File: config.mk
export PLATFORM = sky130hd
export DESIGN_NAME = qai_mul
export DESIGN_NICKNAME = d
export VERILOG_FILES = /design/src/rtl/quaternion_attitude_integrator_assert.svh /design/src/rtl/qai_pkg.sv /design/src/rtl/qai_mul.sv
export SDC_FILE = /design/constraint.sdc
export NUM_CORES = 2
export LEC_CHECK = 0
export ABC_AREA = 0
export ABC_CLOCK_PERIOD_IN_PS = 7510
export BUFFER_PORTS_ARGS = -buffer_cell sky130_fd_sc_hd__buf_2
export CELL_PAD_IN_SITES_DETAIL_PLACEMENT = 1
export CELL_PAD_IN_SITES_GLOBAL_PLACEMENT = 1
export CORE_ASPECT_RATIO = 0.6
export CORE_MARGIN = 1
export CORE_UTILIZATION = 45
export DETAILED_ROUTE_END_ITERATION = 7
export PLACE_DENSITY = 0.86
export SYNTH_ARGS = -nofsm -noshare
export SYNTH_HDL_FRONTEND = slang
export SYNTH_SLANG_ARGS = --single-unit
export TNS_END_PERCENT = 30
File: constraint.sdc
create_clock -name clk -period 7.51 [get_ports clk]
set_input_delay 0 -clock clk [delete_from_list [all_inputs] [get_ports clk]]
set_output_delay 0 -clock clk [all_outputs]
set_load 0.02 [all_outputs]
File: src/rtl/quaternion_attitude_integrator_assert.svh
// ----------------------------------------------------------------------------
// Assertion macros for the quaternion attitude integrator
// Shared concurrent assertion forms, clocked on clk and quiet during rst.
// ----------------------------------------------------------------------------
`ifndef QUATERNION_ATTITUDE_INTEGRATOR_ASSERT_SVH
`define QUATERNION_ATTITUDE_INTEGRATOR_ASSERT_SVH

// same-cycle implication
`define QAI_ASSERT_IMP(name, ante, cons, msg) \
  name: assert property (@(posedge clk) disable iff (rst) (ante) |-> (cons)) \
    else $error(msg);

// next-cycle implication
`define QAI_ASSERT_NXT(name, ante, cons, msg) \
  name: assert property (@(posedge clk) disable iff (rst) (ante) |=> (cons)) \
    else $error(msg);

`endif

File: src/rtl/qai_pkg.sv
// ----------------------------------------------------------------------------
// qai_pkg
// Types, constants and the quaternion product table of the attitude integrator.
// ----------------------------------------------------------------------------
package qai_pkg;

  localparam int MUL_W     = 33;
  localparam int DIV_LO_W  = 48;
  localparam int DIV_CNT_W = 6;
  localparam int SQ_W      = 64;
  localparam int ROOT_W    = 32;

  localparam logic [DIV_CNT_W-1:0] ACCEL_ITERS = 6'd48;

  // register map, index = paddr[3:2]
  localparam logic [1:0] REG_INERTIA_XX = 2'd0;
  localparam logic [1:0] REG_INERTIA_YY = 2'd1;
  localparam logic [1:0] REG_INERTIA_ZZ = 2'd2;
  localparam logic [1:0] REG_TIME_STEP  = 2'd3;

  typedef struct packed {
    logic                 start;
    logic [31:0]          rem_init;  // upper numerator part, must be below den
    logic [DIV_LO_W-1:0]  num;       // lower numerator bits, left aligned
    logic [DIV_CNT_W-1:0] iters;
    logic [31:0]          den;
  } div_req_t;

  typedef struct packed {
    logic                done;
    logic [DIV_LO_W-1:0] quo;
  } div_rsp_t;

  typedef struct packed {
    logic            start;
    logic [SQ_W-1:0] radicand;
  } sqrt_req_t;

  typedef struct packed {
    logic              done;
    logic [ROOT_W-1:0] root;
  } sqrt_rsp_t;

  typedef struct packed {
    logic       neg;
    logic [1:0] qi;
    logic [1:0] wi;
  } pq_term_t;

  // q (x) (0,w): three terms per component, component-major
  function automatic pq_term_t pq_term(input logic [3:0] k);
    pq_term_t t;
    case (k)
      4'd0:    t = '{neg: 1'b1, qi: 2'd1, wi: 2'd0};
      4'd1:    t = '{neg: 1'b1, qi: 2'd2, wi: 2'd1};
      4'd2:    t = '{neg: 1'b1, qi: 2'd3, wi: 2'd2};
      4'd3:    t = '{neg: 1'b0, qi: 2'd0, wi: 2'd0};
      4'd4:    t = '{neg: 1'b0, qi: 2'd2, wi: 2'd2};
      4'd5:    t = '{neg: 1'b1, qi: 2'd3, wi: 2'd1};
      4'd6:    t = '{neg: 1'b0, qi: 2'd0, wi: 2'd1};
      4'd7:    t = '{neg: 1'b1, qi: 2'd1, wi: 2'd2};
      4'd8:    t = '{neg: 1'b0, qi: 2'd3, wi: 2'd0};
      4'd9:    t = '{neg: 1'b0, qi: 2'd0, wi: 2'd2};
      4'd10:   t = '{neg: 1'b0, qi: 2'd1, wi: 2'd1};
      4'd11:   t = '{neg: 1'b1, qi: 2'd2, wi: 2'd0};
      default: t = '{neg: 1'b0, qi: 2'd0, wi: 2'd0};
    endcase
    return t;
  endfunction

endpackage

File: src/rtl/qai_mul.sv
// ----------------------------------------------------------------------------
// qai_mul
// Shared signed multiplier with a registered product.
// ----------------------------------------------------------------------------
module qai_mul import qai_pkg::*; (
  input  logic                      clk,
  input  logic signed [MUL_W-1:0]   a,
  input  logic signed [MUL_W-1:0]   b,
  output logic signed [2*MUL_W-1:0] p
);

  always_ff @(posedge clk) begin
    p <= a * b;
  end

endmodule

# [After elaboration in Yosys (flattened, before gate mapping)]
# Index checks and enable logic that the tools add are counted.
# W data, S select, Z words.
[word_totals] regBits=66 latchBits=0 ramBits=0 rom_bits=0 inputBits=67 out_inout_bits=66 n_memories=0
[classes] add_sub_neg=0 multipliers=1 div=0 order_cmp=0 eq_ne=0 shift=0 mux=0 bitwise=0 reduce_logical=0
[op_table] op="$mul A33 B33 Y66" count=1

# [Longest topological paths before layout]
[depth] depth_word=1 mapped_depth=27 depth_no_buf=26

# [Least setup slack after synthesis]
# Ideal clock, no wire load.
[synth_timing] kind="input-to-reg" from="in a[32]" to="reg p[62]" setup_ns=0.079 arrival_time_ns=7.157 required_ns=7.431 path_slack_ns=0.274 cell_stages=23 n_path_buf=2 path_cell_list="clkbuf_1 nand2_1 inv_1 fa_1 fa_1 fa_1 fa_1 fa_1 fa_1 fa_1 inv_1 fa_1 inv_1 ha_1 clkbuf_1 and3_1 nand3_1 nand2b_1 a2111oi_4 a211oi_4 a21o_2 a21o_1 a211oi_2"
[synth_between] elab_chain_cells=1
[synth_rtl] element="start, declared" line="qai_mul.sv:7" text="input logic signed [MUL_W-1:0] a,"
[synth_rtl] element="$mul A33 B33 Y66" line="qai_mul.sv:13" text="p <= a * b;"
[synth_rtl] element="end signal, assigned" line="qai_mul.sv:13"
[synth_rtl] element="end, declared" line="qai_mul.sv:9" text="output logic signed [2*MUL_W-1:0] p"
# Every way passes these cells.

# [Final worst setup path]
[layout_timing] from="in b[6]" to="reg p[57]"
[layout_between] elab_chain_cells=1
[layout_rtl] element="start, declared" line="qai_mul.sv:8" text="input logic signed [MUL_W-1:0] b,"
[layout_rtl] element="$mul A33 B33 Y66" line="qai_mul.sv:13"
# Every way passes these cells.

==> flow_metrics.py <==
metrics = {
    "run_status": {
        "outcome": "finished, violations left",
        "violations": "DRC, setup timing",
    },
    "clock_network": {
        "clk_path_buf_depth": 2,
        "h-tree-depth": 3,
        "cts_sinks": 66,
        "numCtsBuffers": 9,
        "root_buffer": "clkbuf_16",
        "cts_hold_buffers": 0,
        "cts_setup_buffers": 0,
        "cts.repair.resized": 0,
        "clk_pin_slew_ns": 0.08,
        "cts_tree": "done",
    },
    "worst_setup_path": {
        "cpLargestDelayFamily": "adder cells",
        "max_stage_delay_ns": 0.73,
        "startpoint_type": "input port",
        "cp.arrival_ns": 8.61,
        "path_class": "input port to flip-flop",
        "setup.worst_path.end_class": "flip-flop",
        "path_buf_inv": 7,
        "crit_chain": "buf_2 > nand2_1 > inv_1 > fa_1 > fa_1 > inv_1 > fa_1 > inv_1 > fa_1 > buf_4 > fa_1 > fa_1 > fa_1 > inv_1 > fa_1 > inv_1 > ha_1 > a21o_1 > a21oi_1 > a21boi_0 > a21oi_1 > a21oi_4 > o21ai_1 > xor2_1",
        "worst-path-max-fanout": 21,
        "cp_common_cell": "fa_1",
        "crit_required_ns": 7.78,
        "cp_slowest_cell": "fa_1",
    },
    "routing": {
        "drc": 57,
        "drt-pass1-iter-count": 8,
        "viasPerCell": 6.39,
        "drtIter0Drc": 5554,
        "vias": 36500,
        "drtAntennaViolNets": 0,
        "routed_wirelength_um": 197000,
        "wl_per_cell_um": 34.5,
    },
    "timing": {
        "finalHoldViolCount": 0,
        "relSlewSlack": 0.515,
        "finalCriticalPeriod_ns": 8.34,
        "period_share": 1.11,
        "final_max_slew_viol_count": 0,
        "fmax_ghz": 0.120,
        "tns_ns": -10.39,
        "worst_slack_ns": -0.833,
        "setup_viol": 30,
        "tightestPinTransition_ns": 0.727,
    },
    "final_layout": {
        "nNetsFinal": 5895,
        "layout_common_cells": "1143 x fa_1, 1131 x inv_1, 562 x and2_1, 551 x nand2_1, 217 x ha_1",
        "final_common_cell": "fa_1",
        "fill_cells": 10200,
        "syn2layout_area_growth_pct": 8.44,
        "top_regs": "p x66",
        "top_register": "p",
        "instances_no_fill": 5703,
        "largest_register_ffs": 66,
        "drive_above_1_share": 0.0881,
    },
    "job": {
        "maxCapViolCount": 0,
    },
    "logic_synthesis": {
        "synth_top_family_by_area": "adder cells",
        "synth_mux_area_frac": 0,
        "synth_compound_gate_area_share": 0.0407,
        "synth_area_um2": 40700,
        "seq_area_frac_synth": 0.0324,
        "synthArstFlopShare": 0,
        "synthXorXnorAreaFrac": 0.0146,
        "synth_nets": 5767,
        "synth_edf_count": 0,
        "ys_ff_latch": 66,
        "synthSimpleGateAreaFrac": 0.158,
        "postSynthCellCount": 4338,
        "postSynthAreaPerCell_um2": 9.39,
        "synth.distinct_cells": 80,
        "yosysWarnings": 0,
        "synthAdderAreaFrac": 0.629,
        "synth_ff_type": "dfxtp_1",
    },
    "grt": {
        "grt_max_degree": 32,
        "grt_pass1_vias": 37100,
        "grt_pass1_wl_um": 237000,
        "antenna_found_initial": 8,
        "overflow": 0,
        "grt_usage": 0.349,
    },
    "floorplan": {
        "dieHeight_um": 235,
        "io_pins": 133,
        "floorplan.initialDensity": 0.454,
        "die_w_um": 390,
        "die_area_um2": 91800,
        "rows": 85,
        "core-area_um2": 89700,
    },
    "place": {
        "place_inst": 5673,
        "hpwl_um": 134000,
        "port_buffers": 132,
        "gp_congestion": 0.939,
    },
    "worst_hold_path": {
        "hp-class": "input port to flip-flop",
    },
}
[synthesized netlist by cell type (7+ instances only)]
library cell,number,share of area
fa_1,1145,0.56
nor2_1,68,0.0063
nand2b_1,12,0.0018
nor3_1,7,0.00086
ha_1,217,0.067
buf_2,11,0.0014
xor2_1,25,0.0054
nand3_1,25,0.0031
a31oi_1,8,0.0012
a211oi_1,7,0.0013
nand2_1,551,0.051
xnor2_1,43,0.0092
clkbuf_1,208,0.019
o21ai_0,25,0.0031
and2_1,562,0.086
inv_1,1131,0.10
dfxtp_1,66,0.032
o21bai_1,11,0.0020
a21oi_1,57,0.0070
nand4_1,11,0.0017
a21o_1,36,0.0066
[layout make-up]
type | count | area, um^2 | share of cell area
multi-input cells | 2920 | 34300 | 0.777
inverters | 1131 | 4250 | 0.0961
repair buffers | 338 | 2390 | 0.0541
well taps | 1218 | 1520 | 0.0345
flip-flops and latches | 66 | 1320 | 0.0299
clock buffers | 9 | 225 | 0.00510
clock inverters | 7 | 103 | 0.00232
diodes | 14 | 35.0 | 0.000793
[logic make-up (layout without fill, tap and decap cells)]
kind of cell	Yosys count	after routing
AOI/OAI and AO/OA	219	219
xor gates and xnor gates	68	68
and+or+nand+nor	1271	1271
other	0	14
adders and majority gates	1362	1362
buffers and inverters	1352	1485
DFF	66	66
[path summary, 6_finish.rpt]
check / startpoint / end / slack [ns] / depth (start not counted)
worst max-delay path: b[6] / p[57]$_DFF_P_ / -0.83 / 24
worst min-delay path: a[0] / p[0]$_DFF_P_ / 0.22 / 3
[layer usage]
metal	GRT usage	vias up	routed length [um]
met3	0.150	1743	34500
li1	-	12600	-
met4	0.0985	40	20500
met5	0.00156	-	1390
met1	0.471	18000	62400
met2	0.512	4092	77900
[stage by stage]
| step | area, um^2 | utilization | hold WS, ns | worst slack [ns] |
|---|---|---|---|---|
| 6_report | 44200 | 0.493 | 0.216 | -0.833 |
| 3_3_place_gp | 43800 | 0.488 | 0.414 | 0.0435 |
| 3_5_place_dp | 43800 | 0.488 | 0.416 | -0.207 |
| 2_1_floorplan | 40700 | - | 0.127 | 0.274 |
| 5_1_grt | 44200 | 0.492 | 0.228 | -0.611 |
| 4_1_cts | 44100 | 0.492 | 0.176 | 0.227 |
Power is left out: the tool's default activity adds up to more than one toggle a clock period on the data nets, which glitch-free logic cannot reach.
