==> config.mk <==
export PLATFORM = sky130hd
export DESIGN_NAME = qai_div
export DESIGN_NICKNAME = d
export VERILOG_FILES = /design/src/rtl/quaternion_attitude_integrator_assert.svh /design/src/rtl/qai_pkg.sv /design/src/rtl/qai_div.sv
export SDC_FILE = /design/constraint.sdc
export NUM_CORES = 1
export LEC_CHECK = 0
export ABC_AREA = 1
export BUFFER_PORTS_ARGS = -buffer_cell sky130_fd_sc_hd__buf_4
export CELL_PAD_IN_SITES_DETAIL_PLACEMENT = 0
export CELL_PAD_IN_SITES_GLOBAL_PLACEMENT = 2
export CORE_UTILIZATION = 34
export CTS_CLUSTER_DIAMETER = 150
export DETAILED_ROUTE_END_ITERATION = 16
export GPL_ROUTABILITY_DRIVEN = 1
export MAX_ROUTING_LAYER = met4
export PLACE_DENSITY = 0.91
export SYNTH_ARGS = -nofsm -noshare
export SYNTH_HDL_FRONTEND = slang
export SYNTH_SLANG_ARGS = --single-unit
==> constraint.sdc <==
create_clock -name clk -period 10 [get_ports clk]
set_clock_uncertainty 0.2 [all_clocks]
set_input_delay 1 -clock clk [delete_from_list [all_inputs] [get_ports clk]]
set_output_delay 1 -clock clk [all_outputs]
set_load 0.03 [all_outputs]
==> src/rtl/quaternion_attitude_integrator_assert.svh <==
// ----------------------------------------------------------------------------
// Assertion macros for the quaternion attitude integrator
// Shared concurrent assertion forms, clocked on clk and quiet during rst.
// ----------------------------------------------------------------------------
`ifndef QUATERNION_ATTITUDE_INTEGRATOR_ASSERT_SVH
`define QUATERNION_ATTITUDE_INTEGRATOR_ASSERT_SVH

// same-cycle implication
`define QAI_ASSERT_IMP(name, ante, cons, msg) \
  name: assert property (@(posedge clk) disable iff (rst) (ante) |-> (cons)) \
    else $error(msg);

// next-cycle implication
`define QAI_ASSERT_NXT(name, ante, cons, msg) \
  name: assert property (@(posedge clk) disable iff (rst) (ante) |=> (cons)) \
    else $error(msg);

`endif

==> src/rtl/qai_pkg.sv <==
// ----------------------------------------------------------------------------
// qai_pkg
// Types, constants and the quaternion product table of the attitude integrator.
// ----------------------------------------------------------------------------
package qai_pkg;

  localparam int MUL_W     = 33;
  localparam int DIV_LO_W  = 48;
  localparam int DIV_CNT_W = 6;
  localparam int SQ_W      = 64;
  localparam int ROOT_W    = 32;

  localparam logic [DIV_CNT_W-1:0] ACCEL_ITERS = 6'd48;

  // register map, index = paddr[3:2]
  localparam logic [1:0] REG_INERTIA_XX = 2'd0;
  localparam logic [1:0] REG_INERTIA_YY = 2'd1;
  localparam logic [1:0] REG_INERTIA_ZZ = 2'd2;
  localparam logic [1:0] REG_TIME_STEP  = 2'd3;

  typedef struct packed {
    logic                 start;
    logic [31:0]          rem_init;  // upper numerator part, must be below den
    logic [DIV_LO_W-1:0]  num;       // lower numerator bits, left aligned
    logic [DIV_CNT_W-1:0] iters;
    logic [31:0]          den;
  } div_req_t;

  typedef struct packed {
    logic                done;
    logic [DIV_LO_W-1:0] quo;
  } div_rsp_t;

  typedef struct packed {
    logic            start;
    logic [SQ_W-1:0] radicand;
  } sqrt_req_t;

  typedef struct packed {
    logic              done;
    logic [ROOT_W-1:0] root;
  } sqrt_rsp_t;

  typedef struct packed {
    logic       neg;
    logic [1:0] qi;
    logic [1:0] wi;
  } pq_term_t;

  // q (x) (0,w): three terms per component, component-major
  function automatic pq_term_t pq_term(input logic [3:0] k);
    pq_term_t t;
    case (k)
      4'd0:    t = '{neg: 1'b1, qi: 2'd1, wi: 2'd0};
      4'd1:    t = '{neg: 1'b1, qi: 2'd2, wi: 2'd1};
      4'd2:    t = '{neg: 1'b1, qi: 2'd3, wi: 2'd2};
      4'd3:    t = '{neg: 1'b0, qi: 2'd0, wi: 2'd0};
      4'd4:    t = '{neg: 1'b0, qi: 2'd2, wi: 2'd2};
      4'd5:    t = '{neg: 1'b1, qi: 2'd3, wi: 2'd1};
      4'd6:    t = '{neg: 1'b0, qi: 2'd0, wi: 2'd1};
      4'd7:    t = '{neg: 1'b1, qi: 2'd1, wi: 2'd2};
      4'd8:    t = '{neg: 1'b0, qi: 2'd3, wi: 2'd0};
      4'd9:    t = '{neg: 1'b0, qi: 2'd0, wi: 2'd2};
      4'd10:   t = '{neg: 1'b0, qi: 2'd1, wi: 2'd1};
      4'd11:   t = '{neg: 1'b1, qi: 2'd2, wi: 2'd0};
      default: t = '{neg: 1'b0, qi: 2'd0, wi: 2'd0};
    endcase
    return t;
  endfunction

endpackage

==> src/rtl/qai_div.sv <==
// ----------------------------------------------------------------------------
// qai_div
// Restoring unsigned divider, one quotient bit per cycle.
// ----------------------------------------------------------------------------
module qai_div import qai_pkg::*; (
  input  logic     clk,
  input  logic     rst,
  input  div_req_t req,
  output div_rsp_t rsp
);

  logic                 busy;
  logic                 done;
  logic [DIV_CNT_W-1:0] cnt;
  logic [31:0]          rem;
  logic [DIV_LO_W-1:0]  lo;
  logic [31:0]          den;
  logic [32:0]          sh;
  logic                 ge;

  assign sh = {rem, lo[DIV_LO_W-1]};
  assign ge = sh >= {1'b0, den};

  always_ff @(posedge clk) begin
    if (rst) begin
      busy <= 1'b0;
      done <= 1'b0;
    end else begin
      done <= 1'b0;
      if (req.start) begin
        busy <= 1'b1;
        rem  <= req.rem_init;
        lo   <= req.num;
        den  <= req.den;
        cnt  <= req.iters;
      end else if (busy) begin
        rem <= ge ? 32'(sh - {1'b0, den}) : sh[31:0];
        lo  <= {lo[DIV_LO_W-2:0], ge};
        cnt <= cnt - 1'b1;
        if (cnt == DIV_CNT_W'(1)) begin
          busy <= 1'b0;
          done <= 1'b1;
        end
      end
    end
  end

  assign rsp.done = done;
  assign rsp.quo  = lo;

endmodule

# == Word-level counts from Yosys, hierarchy flattened ==
# Cells that the tools add are included.
# classes
n_eq_ne,1
order_cmp,1
bitwise_logic,2
add_sub_neg,2
reduce_logical,4
n_mux,11
# ops
op,count
32-bit 2-to-1 mux,3
48-bit 2-to-1 mux,2
33-bit by 32-bit greater-or-equal comparator with 1-bit output,1
32-bit subtractor,1
6-bit 2-to-1 mux,2
6-bit by 1-bit == test with 1-bit output (second input constant),1
6-bit by 1-bit subtractor with 6-bit output (second input constant),1
1-bit 2-to-1 mux,4
2-bit AND reduction,2
3-bit OR reduction,1
1-bit NOT,2
2-bit nonzero test,1
# totals
wordCells,27
out_inout_bits,49
reg_bits,120
in_bits,121

# == Longest topological paths before layout ==
# Gate-level depths: netlist (run 1).
# logic_depth
word_depth,4
ltp_mapped,17
depth_no_buf,16

# == Worst setup path before layout (run 1) ==
# Ideal clock, no wire load.
# synth_path
path_type,input port to flip-flop
startpoint,input req[118] (netlist name)
endpoint,"register cnt[0], enable pin"
arrival_time_ns,5.641
n_path_buf,2
required_time_ns,9.239
path_stages,4
setup_time_ns,0.561
setup_slack_ns,3.598
cell_sequence,clkbuf_1 inv_2 buf_2 a21oi_1
# synth_between
elab_chain_len,2
# synth_lines
item,line_no,rtl
from (decl),qai_div.sv:8,"input div_req_t req,"
2-bit nonzero test (no source line),n/a,
2-bit AND reduction (no source line),n/a,
to (signal assigned),qai_div.sv:35,cnt <= req.iters;
to (signal assigned),qai_div.sv:39,cnt <= cnt - 1'b1;
to (decl),qai_div.sv:14,logic [DIV_CNT_W-1:0] cnt;
# Every way passes these cells.
# A chain may end at the register's enable or synchronous reset.

# == Worst setup path in the final report (run 1) ==
# layout_path
startpoint,register rem[20]
endpoint,register rem[23] (data pin)
# layout_between
elab_chain_len,4
word_cells_on_any_way,5
classes_between,add/sub: 1; order compare: 1; mux: 3
# layout_lines
item,line_no,rtl
from (decl),qai_div.sv:15,logic [31:0] rem;
from (signal assigned),qai_div.sv:32,rem <= req.rem_init;
from (signal assigned),qai_div.sv:37,"rem <= ge ? 32'(sh - {1'b0, den}) : sh[31:0];"
32-bit subtractor or 33-bit by 32-bit greater-or-equal comparator with 1-bit output (tied branches),"qai_div.sv:37, qai_div.sv:22",
32-bit 2-to-1 mux (*),qai_div.sv:37,
32-bit 2-to-1 mux (*),qai_div.sv:36,end else if (busy) begin
32-bit 2-to-1 mux (*),qai_div.sv:30,if (req.start) begin
# Every way passes the cells marked *; elsewhere a longest branch is shown, timed or not. The select of a mux whose other input is x is not followed.

==> impl_metrics.py, run 1 <==
metrics = {
    "logic_synthesis": {
        "ys_warn_count": 0,
        "synth_top_area_share": 0.441,
        "avgSynthCellArea_um2": 7.52,
        "yosysTopAreaCell": "edfxtp_1",
        "synth_nets": 1225,
        "yosys_register_bits": 120,
        "yosysUniqueCellTypes": 37,
        "synthesis.area_um2": 8040,
        "synth_area_leaders": "edfxtp_1, nand2_1, inv_1",
        "netlist_instances": 1069,
        "yosysSeqAreaShare": 0.446,
    },
    "cts": {
        "cts_resized": 0,
        "clk_pin_slew_worst_paths_ns": 0.07,
        "htreeDepth": 4,
        "clock_latency_ns": 0.43,
        "root_buffer": "clkbuf_16",
        "cts_tree": "yes",
        "postCtsSetupBuffers": 0,
        "cts_hold_buf": 0,
        "cts_num_sinks": 120,
        "cts_buffers": 17,
        "clk_path_buf_depth": 2,
    },
    "finish": {
        "design_area_um2": 10200,
        "final_util": 0.445,
        "fin_nets": 1388,
        "area_growth_syn_to_layout_pct": 26.7,
        "n_antenna_cell": 0,
        "final_layout_size_suffix_gt1_frac": 0.203,
    },
    "floorplan": {
        "start_util": 0.351,
        "die_area_um2": 24300,
        "num_rows": 55,
        "die_h_um": 156,
        "io_pins": 170,
        "core_um2": 22900,
        "die-width_um": 156,
    },
    "routing": {
        "via_per_inst": 4.57,
        "vias": 7120,
        "antenna_left": 0,
        "finalWirelength_mm": 23.8,
        "dr.pass1.iters": 5,
        "detail_route.iter0.violations": 443,
        "routedWlPerCell_um": 15.2,
        "drcViolationCount": 0,
    },
    "timing": {
        "post-route-period-util": 0.292,
        "post-route-min-period_ns": 2.92,
        "maxSlewHeadroom": 0.304,
        "setup_tns_ns": 0,
        "report.final.slew_viol_count": 0,
        "hold_slack_ns": 0.319,
        "hold_viol_final": 0,
        "fmax_mhz": 343,
        "setup_viol": 0,
        "worst_slew_pin_slew_ns": 1.04,
        "rsz0062_at_grt": "no",
    },
    "hold_path": {
        "worstHoldStart": "busy",
        "hold_class": "reg2reg",
    },
    "global_route": {
        "antenna_found_initial": 0,
        "grt.overflow.total": 0,
        "grt_pass1_vias": 7142,
        "grt_start_max_net_pins": 87,
        "gr-usage-all-layers": 0.211,
        "grt_pass1_wl_mm": 37.6,
    },
    "critical_path": {
        "reg2reg_depth": 12,
        "r2r-end": "rem[23]",
        "rrSetupSlack_ns": 7.08,
        "critPathLaunchType": "flop",
        "worstSetupEndpointType": "flop",
        "rr_startpoint": "rem[20]",
        "critPathKind": "reg2reg",
        "crit_end": "rem[23]",
        "critPathArrivalTime_ns": 3.01,
        "crit_start": "rem[20]",
        "required_ns": 10.09,
        "cp_max_fo": 34,
    },
    "status": {
        "outcome": "finished clean",
    },
    "flow_run": {
        "maxCapViolations": 0,
    },
    "place": {
        "globalplace.congestion": 0.915,
        "portBuffers": 169,
        "hpwl_mm": 17.5,
        "placedInstanceArea_um2": 9580,
    },
    "power": {
        "ir_drop_mv": 0.0894,
        "power_mw": 1.72,
        "p_leak_nw": 5.20,
        "powerDensity_nw_per_um2": 169,
    },
}
[placed cells by master (no fill, tap or decap), types with 16 or more instances in the layout]
| cell type | netlist | final |
|---|---|---|
| buf_4 | 5 | 173 |
| clkbuf_16 | 0 | 17 |
| ha_1 | 34 | 34 |
| edfxtp_1 | 118 | 118 |
| a21oi_1 | 17 | 16 |
| nand2_1 | 478 | 478 |
| inv_1 | 162 | 162 |
| nand3_1 | 62 | 62 |
| nand3b_1 | 26 | 26 |
| nor2_1 | 48 | 47 |
[worst min path at each step]
stage,to,slack (ns),cells after the start
after floorplan,done,0.22,2
after global placement,done,0.29,2
after detailed placement,done,0.32,2
after CTS,done,0.32,2
after global routing,done,0.34,2
final,done,0.32,2
[registers in the layout, summed over array words and instances, names as in the netlist]
register  cells
lo           48
den          32
rem          32
cnt           6
busy          1
done          1
[through the flow]
stage,worst slack (ns),instances
floorplan,3.60,1069
global placement,7.12,1526
detailed placement,7.09,1526
CTS,7.08,1558
global route,6.86,1558
finish,7.08,1558
[cell families after synthesis]
logic type | count (synthesis) | synth area share
DFF | 120 | 0.446
adders and majority gates | 35 | 0.0554
xor gates and xnor gates | 14 | 0.0152
and+or+nand+nor | 665 | 0.358
buffers and inverters | 202 | 0.102
AOI/OAI and AO/OA | 33 | 0.0232
[routing by layer]
metal / wire length, um / share of wire / global-route usage
met5: 0 / 0 / -
met4: 399 / 0.017 / 0.0626
met3: 1800 / 0.076 / 0.0628
met2: 10800 / 0.46 / 0.330
met1: 10700 / 0.45 / 0.262
[area by class of cell]
class	instances	area [um2]
Multi-Input combinational cell	747	3650
Clock inverter	15	190
Timing Repair Buffer	173	1300
Inverter	173	649
Tap cell	313	392
Clock buffer	17	425
Sequential cell	120	3580
Fill cell	2376	12700
[critical path, cell delays in order, from the launching register on]
cell	delay, ns
edfxtp_1	0.39
ha_1	0.41
nand2_1	0.22
nor2_4	0.07
nand2_2	0.07
nor2_2	0.05
nand2_1	0.10
nand2_2	0.09
nor2_8	0.51
nand2_8	0.27
nand2_1	0.17
nand3_1	0.07
nand2_1	0.09
[Yosys cell counts (all sizes together)]
master,instances
or2,2
clkbuf,15
nor4,1
o21a,2
edfxtp,118
o21bai,1
a31oi,3
nand2,487
ha,34
dfxtp,2
a21oi,19
nor2,60
o21ai,7
nand3b,26
fa,1
and2,2
inv,173
nand4,11
buf,14
nand3,72
or3,1
a21o,1
xnor2,14
nor3,3
[report_power, final]
group / switching [mW] / internal [mW]
clock network: 0.264 / 0.398
registers: 0.0190 / 0.603
logic: 0.271 / 0.163
No activity file was read; power rests on OpenSTA's default activity.
==> run 2: changes to the inputs <==
--- a/config.mk
+++ b/config.mk
@@ -9,12 +9,12 @@
 export BUFFER_PORTS_ARGS = -buffer_cell sky130_fd_sc_hd__buf_4
 export CELL_PAD_IN_SITES_DETAIL_PLACEMENT = 0
 export CELL_PAD_IN_SITES_GLOBAL_PLACEMENT = 2
-export CORE_UTILIZATION = 34
+export CORE_UTILIZATION = 28
 export CTS_CLUSTER_DIAMETER = 150
 export DETAILED_ROUTE_END_ITERATION = 16
 export GPL_ROUTABILITY_DRIVEN = 1
 export MAX_ROUTING_LAYER = met4
-export PLACE_DENSITY = 0.91
+export PLACE_DENSITY = 0.8
 export SYNTH_ARGS = -nofsm -noshare
 export SYNTH_HDL_FRONTEND = slang
 export SYNTH_SLANG_ARGS = --single-unit
==> constraint.sdc (replaced) <==
create_clock -name clk -period 2.48 [get_ports clk]
set_clock_uncertainty 0.2 [all_clocks]
set_input_delay 0.248 -clock clk [delete_from_list [all_inputs] [get_ports clk]]
set_output_delay 0.248 -clock clk [all_outputs]
set_load 0.03 [all_outputs]
==> impl_metrics.py, run 2 (synthesis gave the netlist of run 1 again) <==
metrics = {
    "floorplan": {
        "die_area_um2": 29400,
        "core_um2": 28000,
        "die_h_um": 171,
        "num_rows": 61,
        "io_pins": 170,
        "die-width_um": 171,
        "start_util": 0.287,
    },
    "finish": {
        "fin_nets": 1604,
        "largest_register_ffs": 48,
        "area_growth_syn_to_layout_pct": 64.9,
        "final_layout_size_suffix_gt1_frac": 0.346,
        "final_cell_mix": "nand2_1, buf_4, inv_1",
        "n_antenna_cell": 0,
        "final_util": 0.473,
        "nFillCells": 2810,
        "reg_top3": "lo (48), den (32), rem (32)",
        "regMostFlops": "lo",
        "design_area_um2": 13300,
        "final_common_cell": "nand2_1",
    },
    "routing": {
        "antenna_left": 0,
        "routedWlPerCell_um": 15.2,
        "dr.pass1.iters": 4,
        "detail_route.iter0.violations": 447,
        "vias": 7992,
        "drcViolationCount": 0,
        "finalWirelength_mm": 28.0,
        "via_per_inst": 4.35,
    },
    "flow_run": {
        "maxCapViolations": 0,
    },
    "cts": {
        "clock_latency_ns": 0.44,
        "cts_tree": "yes",
        "htreeDepth": 4,
        "root_buffer": "clkbuf_16",
        "clk_path_buf_depth": 2,
        "clk_pin_slew_worst_paths_ns": 0.06,
        "cts_buffers": 17,
        "cts_num_sinks": 120,
    },
    "timing": {
        "post-route-period-util": 0.977,
        "post-route-min-period_ns": 2.42,
        "setup_tns_ns": 0,
        "hold_viol_final": 0,
        "maxSlewHeadroom": 0.721,
        "worst_slew_pin_slew_ns": 0.418,
        "fmax_mhz": 413,
        "report.final.slew_viol_count": 0,
        "rsz0062_at_grt": "yes",
        "setup_viol": 0,
    },
    "global_route": {
        "grt_start_max_net_pins": 87,
        "grt.overflow.total": 0,
        "antenna_found_initial": 0,
        "grt_pass1_vias": 8026,
        "gr-usage-all-layers": 0.201,
        "grt_pass1_wl_mm": 43.0,
    },
    "power": {
        "powerDensity_nw_per_um2": 576,
        "p_leak_nw": 6.35,
        "ir_drop_mv": 0.485,
        "power_mw": 7.64,
    },
    "critical_path": {
        "critPathKind": "reg2reg",
        "reg2reg_depth": 13,
        "critPathLaunchType": "flop",
        "required_ns": 2.47,
        "rrSetupSlack_ns": 0.06,
        "worstSetupEndpointType": "flop",
        "critPathArrivalTime_ns": 2.42,
        "cp_max_fo": 5,
    },
    "hold_path": {
        "hold_path_depth": 3,
        "hold_class": "in2reg",
    },
    "place": {
        "placedInstanceArea_um2": 10200,
        "hpwl_mm": 19.1,
        "portBuffers": 169,
        "globalplace.congestion": 0.869,
    },
    "status": {
        "outcome": "finished clean",
    },
}
[run 2: what timing repair did]
action | in CTS | in global routing
setup endpoints to repair | 32 | 32
hold buffers | 118 | 0
gates cloned | 6 | 2
pin swaps | 9 | 79
gates resized for setup | 51 | 158
endpoints found under the hold margin | 118 | 0
buffers inserted | 13 | 21
[run 2: metrics by stage]
stage	setup WS [ns]	std cells	hold slack, ns
floorplan	-0.125	1069	0.125
global placement	-0.164	1649	0.227
detailed placement	-0.164	1649	0.227
CTS	0.000428	1816	0.00732
global route	-0.0352	1837	0.0348
finish	0.0566	1837	0.0334
[run 2: worst paths after layout]
check	start	to
hold / removal	req[103]	rem[17]
setup reg to reg	rem[17]	rem[2]
setup / recovery	rem[17]	rem[2]
hold reg to reg	busy	done
[run 2: cell type report]
class | instances | area [um2] | area share
timing repair buffer | 386 | 3410 | 0.257
multi-input combinational | 750 | 4580 | 0.345
tap | 378 | 473 | 0.0357
clock inverter | 11 | 126 | 0.00953
clock buffer | 19 | 433 | 0.0326
sequential | 120 | 3580 | 0.270
inverter | 173 | 654 | 0.0493
[run 2: where the power goes]
part | switching, mW | internal (mW)
logic | 1.40 | 1.23
registers | 0.0956 | 2.43
clock network | 1.02 | 1.47
total | 2.51 | 5.13
[run 2: critical path, stage by stage, from the launching register on]
cell	delay, ns
edfxtp_1	0.44
ha_4	0.27
nand2_2	0.06
nand2_2	0.08
nand2_2	0.09
nand2_4	0.06
a21oi_4	0.18
nor2_4	0.06
nor2_8	0.19
buf_12	0.18
clkbuf_16	0.15
nand3b_1	0.08
nand3_1	0.08
nand2_1	0.05
[run 2: metal layers]
layer,vias up,wire (um),track usage,part of all wire
met5,-,0,-,0
met4,0,527,0.0621,0.019
met3,28,1510,0.0416,0.054
met2,209,13100,0.325,0.47
met1,3642,12800,0.250,0.46
li1,4113,-,-,-
